$ cat config.mk
export PLATFORM = sky130hd
export DESIGN_NAME = gf2mn_cell
export DESIGN_NICKNAME = d
export VERILOG_FILES = /design/src/rtl/gf2mn_pkg.sv /design/src/rtl/gf2mn_cell.sv
export SDC_FILE = /design/constraint.sdc
export NUM_CORES = 1
export LEC_CHECK = 0
export ABC_AREA = 1
export ABC_CLOCK_PERIOD_IN_PS = 5100
export BUFFER_PORTS_ARGS = -buffer_cell sky130_fd_sc_hd__buf_2
export CAP_MARGIN = 15
export CORE_MARGIN = 2
export CORE_UTILIZATION = 53
export DETAILED_ROUTE_END_ITERATION = 16
export PLACE_DENSITY = 0.88
export SLEW_MARGIN = 20
export SYNTH_ARGS = -nofsm -noshare
export SYNTH_HDL_FRONTEND = slang
export SYNTH_SLANG_ARGS = --single-unit
$ cat constraint.sdc
create_clock -name clk -period 5.1 [get_ports clk]
set_input_delay 0.765 -clock clk [delete_from_list [all_inputs] [get_ports clk]]
set_output_delay 0.765 -clock clk [all_outputs]
set_load 0.01 [all_outputs]
$ cat src/rtl/gf2mn_pkg.sv
`default_nettype none

package gf2mn_pkg;

  // fixed field widths
  localparam int RowWidth   = 64;
  localparam int CountWidth = 7;

  // default chain length, one cell per pivot column
  localparam int MaxColumnsDefault = 64;

  // reset value of the column count register
  localparam logic [CountWidth-1:0] ColumnCountReset = CountWidth'(64);

  // control part of a row token moving along the chain
  typedef struct packed {
    logic valid;
    logic last;
    logic absorbed;
  } tok_ctrl_t;

endpackage

`default_nettype wire

$ cat src/rtl/gf2mn_cell.sv
`default_nettype none

module gf2mn_cell
  import gf2mn_pkg::*;
#(
  parameter int MAX_COLUMNS = MaxColumnsDefault,
  parameter int PIVOT       = 0
) (
  input  wire logic                   clk,
  input  wire logic                   rst,
  input  wire logic                   en,
  input  wire tok_ctrl_t              in_ctrl,
  input  wire logic [MAX_COLUMNS-1:0] in_row,
  output tok_ctrl_t                   out_ctrl,
  output logic      [MAX_COLUMNS-1:0] out_row
);

  logic [MAX_COLUMNS-1:0] basis_row;
  logic                   basis_valid;

  logic                   hit;
  logic                   take;
  logic [MAX_COLUMNS-1:0] row_next;
  tok_ctrl_t              ctrl_next;

  // the row carries this pivot bit: reduce or claim the slot
  assign hit  = in_ctrl.valid && in_row[PIVOT];
  assign take = hit && !basis_valid;

  always_comb begin
    ctrl_next = in_ctrl;
    row_next  = in_row;
    if (take) begin
      ctrl_next.absorbed = 1'b1;
      row_next           = '0;
    end else if (hit) begin
      row_next = in_row ^ basis_row;
    end
  end

  always_ff @(posedge clk) begin
    if (rst) begin
      basis_valid <= 1'b0;
      out_ctrl    <= '0;
    end else if (en) begin
      out_ctrl <= ctrl_next;
      // last row of a matrix empties the slot behind it
      if (in_ctrl.valid && in_ctrl.last) begin
        basis_valid <= 1'b0;
      end else if (take) begin
        basis_valid <= 1'b1;
      end
    end
  end

  always_ff @(posedge clk) begin
    if (en) begin
      out_row <= row_next;
      if (take) begin
        basis_row <= in_row;
      end
    end
  end

  // stored row has its highest set bit at this pivot
  a_basis_pivot : assert property (@(posedge clk) disable iff (rst)
    basis_valid |-> (basis_row >> PIVOT) == MAX_COLUMNS'(1))
    else $error("basis row pivot mismatch");

  // an absorbed row leaves nothing for later cells
  a_absorbed_zero : assert property (@(posedge clk) disable iff (rst)
    out_ctrl.absorbed |-> out_row == '0)
    else $error("absorbed row not cleared");

  a_absorbed_valid : assert property (@(posedge clk) disable iff (rst)
    !out_ctrl.valid |-> !out_ctrl.absorbed)
    else $error("absorbed flag on empty token");

endmodule

`default_nettype wire

==> flow_metrics.tcl <==
set metrics [dict create \
    design_area_sq_mm 0.00703 \
    rows 37 \
    antenna_found_initial 1 \
    hold_viol 0 \
    grt_use_total_pct 22.4 \
    fmax_mhz 460 \
    crit_path_start_kind "input pin" \
    gp_congestion 0.755 \
    cts_hold_buf 0 \
    crit_path_max_fanout 36 \
    worst_pin_slew_ns 0.894 \
    route.detailed.drc 0 \
    worstPathArrival_ns 2.33 \
    power_density_mw_per_mm2 387 \
    cts_resized 0 \
    cts_buffers 17 \
    crit_required_ns 5.26 \
    cts_tree "built" \
    setup_viol 0 \
    die_w_microns 108 \
    vias 4363 \
    htreeDepth 4 \
    slew_viol_final 0 \
    instances_no_fill 779 \
    yosysSeqAreaShare_pct 68.5 \
    die_area_sq_mm 0.0116 \
    wirelength_mm 12.5 \
    ant_nets 0 \
    synth.avg_cell_area_sq_um 11.3 \
    fin_crit_ns 2.18 \
    setup_tns_ns 0 \
    drt_iter0_drc 360 \
    clock_sink_count 132 \
    crit_type "in2reg" \
    clock_skew_ns 0.00598 \
    first_pass_iters 5 \
    overflow 0 \
    whs_ns 0.414 \
    busiest_layer "met2" \
    max_slew_margin_pct 40.4 \
    grt_pass1_wl_mm 19.8 \
    maxCapViolCount 0 \
    ys_types 17 \
    mappedNetlistNets 575 \
    die_h_microns 108 \
    setup_ws_ns 2.92 \
    synthCells 505 \
    synth_seq_cells 132 \
    cts_setup_buffers 0 \
    rsz0062_at_grt "no" \
    power.leakage_nw 2.95 \
    antennaDiodeCount 0 \
    status "finished, final reports clean" \
    wl_per_cell_microns 16.1 \
    clk_pin_slew_worst_paths_ns 0.06 \
    initial_core_util_pct 55.0 \
    cp-end-kind "flip-flop" \
    met3_usage_pct 5.45 \
    drive_gt1_share_pct 26.4 \
    io_pins 137 \
    area_growth_pct 22.7 \
    syn_area_sq_mm 0.00572 \
    gr-usage-met1_pct 28.5 \
    clockRootBuffer "clkbuf_8" \
    dp_hpwl_mm 7.62 \
    peakVddDrop_mv 0.209 \
    nets 700 \
    grt_pass1_vias 4087 \
    core_sq_mm 0.0104 \
    grtUsageMet2_pct 36.2 \
    grt_start_max_net_pins 130 \
    cts_max_path_buffers 2 \
    dp_cells 747 \
    place_area_sq_mm 0.00643 \
    place_ws_ns 2.39 \
    vias_per_cell 5.60 \
    io_buffers 136 \
    yosys_warnings 0 \
    insertion_delay_ns 0.52 \
    min_period_over_period_pct 42.7 \
    hp-class "in2reg" \
]
==> cells in the mapped netlist (all sizes together) <==
| master | n | share of area (%) |
|---|---|---|
| o21bai | 1 | 0.13 |
| a21bo | 1 | 0.17 |
| o21ai | 2 | 0.17 |
| nand4 | 63 | 6.9 |
| dfxtp | 4 | 1.4 |
| edfxtp | 128 | 67 |
| clkbuf | 1 | 0.066 |
| nor2 | 6 | 0.39 |
| inv | 68 | 4.5 |
| a21oi | 65 | 5.7 |
| buf | 34 | 3.4 |
| nand2 | 68 | 4.5 |
| nand3 | 64 | 5.6 |
==> critical path, stage by stage <==
cell and delay (ns):
buf_4 0.09, nand2_1 0.10, nor2_4 0.12, inv_2 0.06, nor2_4 0.62, buf_4 0.54
==> stage by stage <==
stage / util, % / power, mW
3_3_place_gp: 61.8 / 1.51
3_5_place_dp: 61.8 / 1.53
4_1_cts: 67.4 / 2.74
6_report: 67.4 / 2.72
2_1_floorplan: - / 1.42
5_1_grt: 67.4 / 2.82
==> power by group <==
group / total (mW) / switching (mW) / internal, mW
clock: 1.21 / 0.427 / 0.782
combinational: 0.232 / 0.151 / 0.0816
sequential: 1.28 / 0.0185 / 1.26
total: 2.72 / 0.596 / 2.12
==> worst paths after layout <==
| kind | cells after the start | end | slack (ns) | start |
|---|---|---|---|---|
| worst min-delay path | 2 | out_ctrl[1] | 0.41 | rst |
| worst min register to register | 2 | out_ctrl[1] | 0.49 | out_ctrl[1] |
| worst max register to register | 4 | basis_row[37] | 3.02 | basis_valid |
| worst max-delay path | 6 | basis_row[37] | 2.92 | in_row[0] |
==> area by class of cell <==
| class | instances | area (sq um) |
|---|---|---|
| sequential | 132 | 3920 |
| fill | 760 | 3390 |
| multi-input combinational | 270 | 1360 |
| timing repair buffer | 141 | 731 |
| clock buffer | 19 | 422 |
| inverter | 68 | 255 |
| tap | 136 | 170 |
| clock inverter | 13 | 164 |
==> sequential cells by signal, summed over array words and instances (netlist names) <==
register and count:
out_row 64, basis_valid 1, basis_row 64, out_ctrl 3
==> cells by family after synthesis <==
logic type      synth area share [%]
flops                           68.5
simple gates                    17.3
buf+inv                         7.96
compound gates                  6.16
==> cells in the final DEF, fill, tap and decap left out, types with 2 or more instances in the layout <==
cell type / count
inv_1: 67
nor2_1: 4
clkbuf_1: 2
dfxtp_1: 4
o21ai_0: 2
nor2_4: 2
nand4_1: 63
clkinv_1: 5
buf_4: 5
nand2_1: 68
clkinv_2: 2
buf_2: 134
bufinv_16: 4
clkbuf_16: 16
buf_6: 2
nand3_1: 64
clkinvlp_4: 2
a21oi_1: 65
edfxtp_1: 128
==> routing by layer <==
metal	vias to the layer above	wire [microns]	share of wire [%]
met5	-	13	0.10
met4	2	328	2.6
met3	27	786	6.3
met2	180	6280	50
met1	2081	5090	41
li1	2073	-	-
Note: power is estimated with default switching activity, not from simulation.
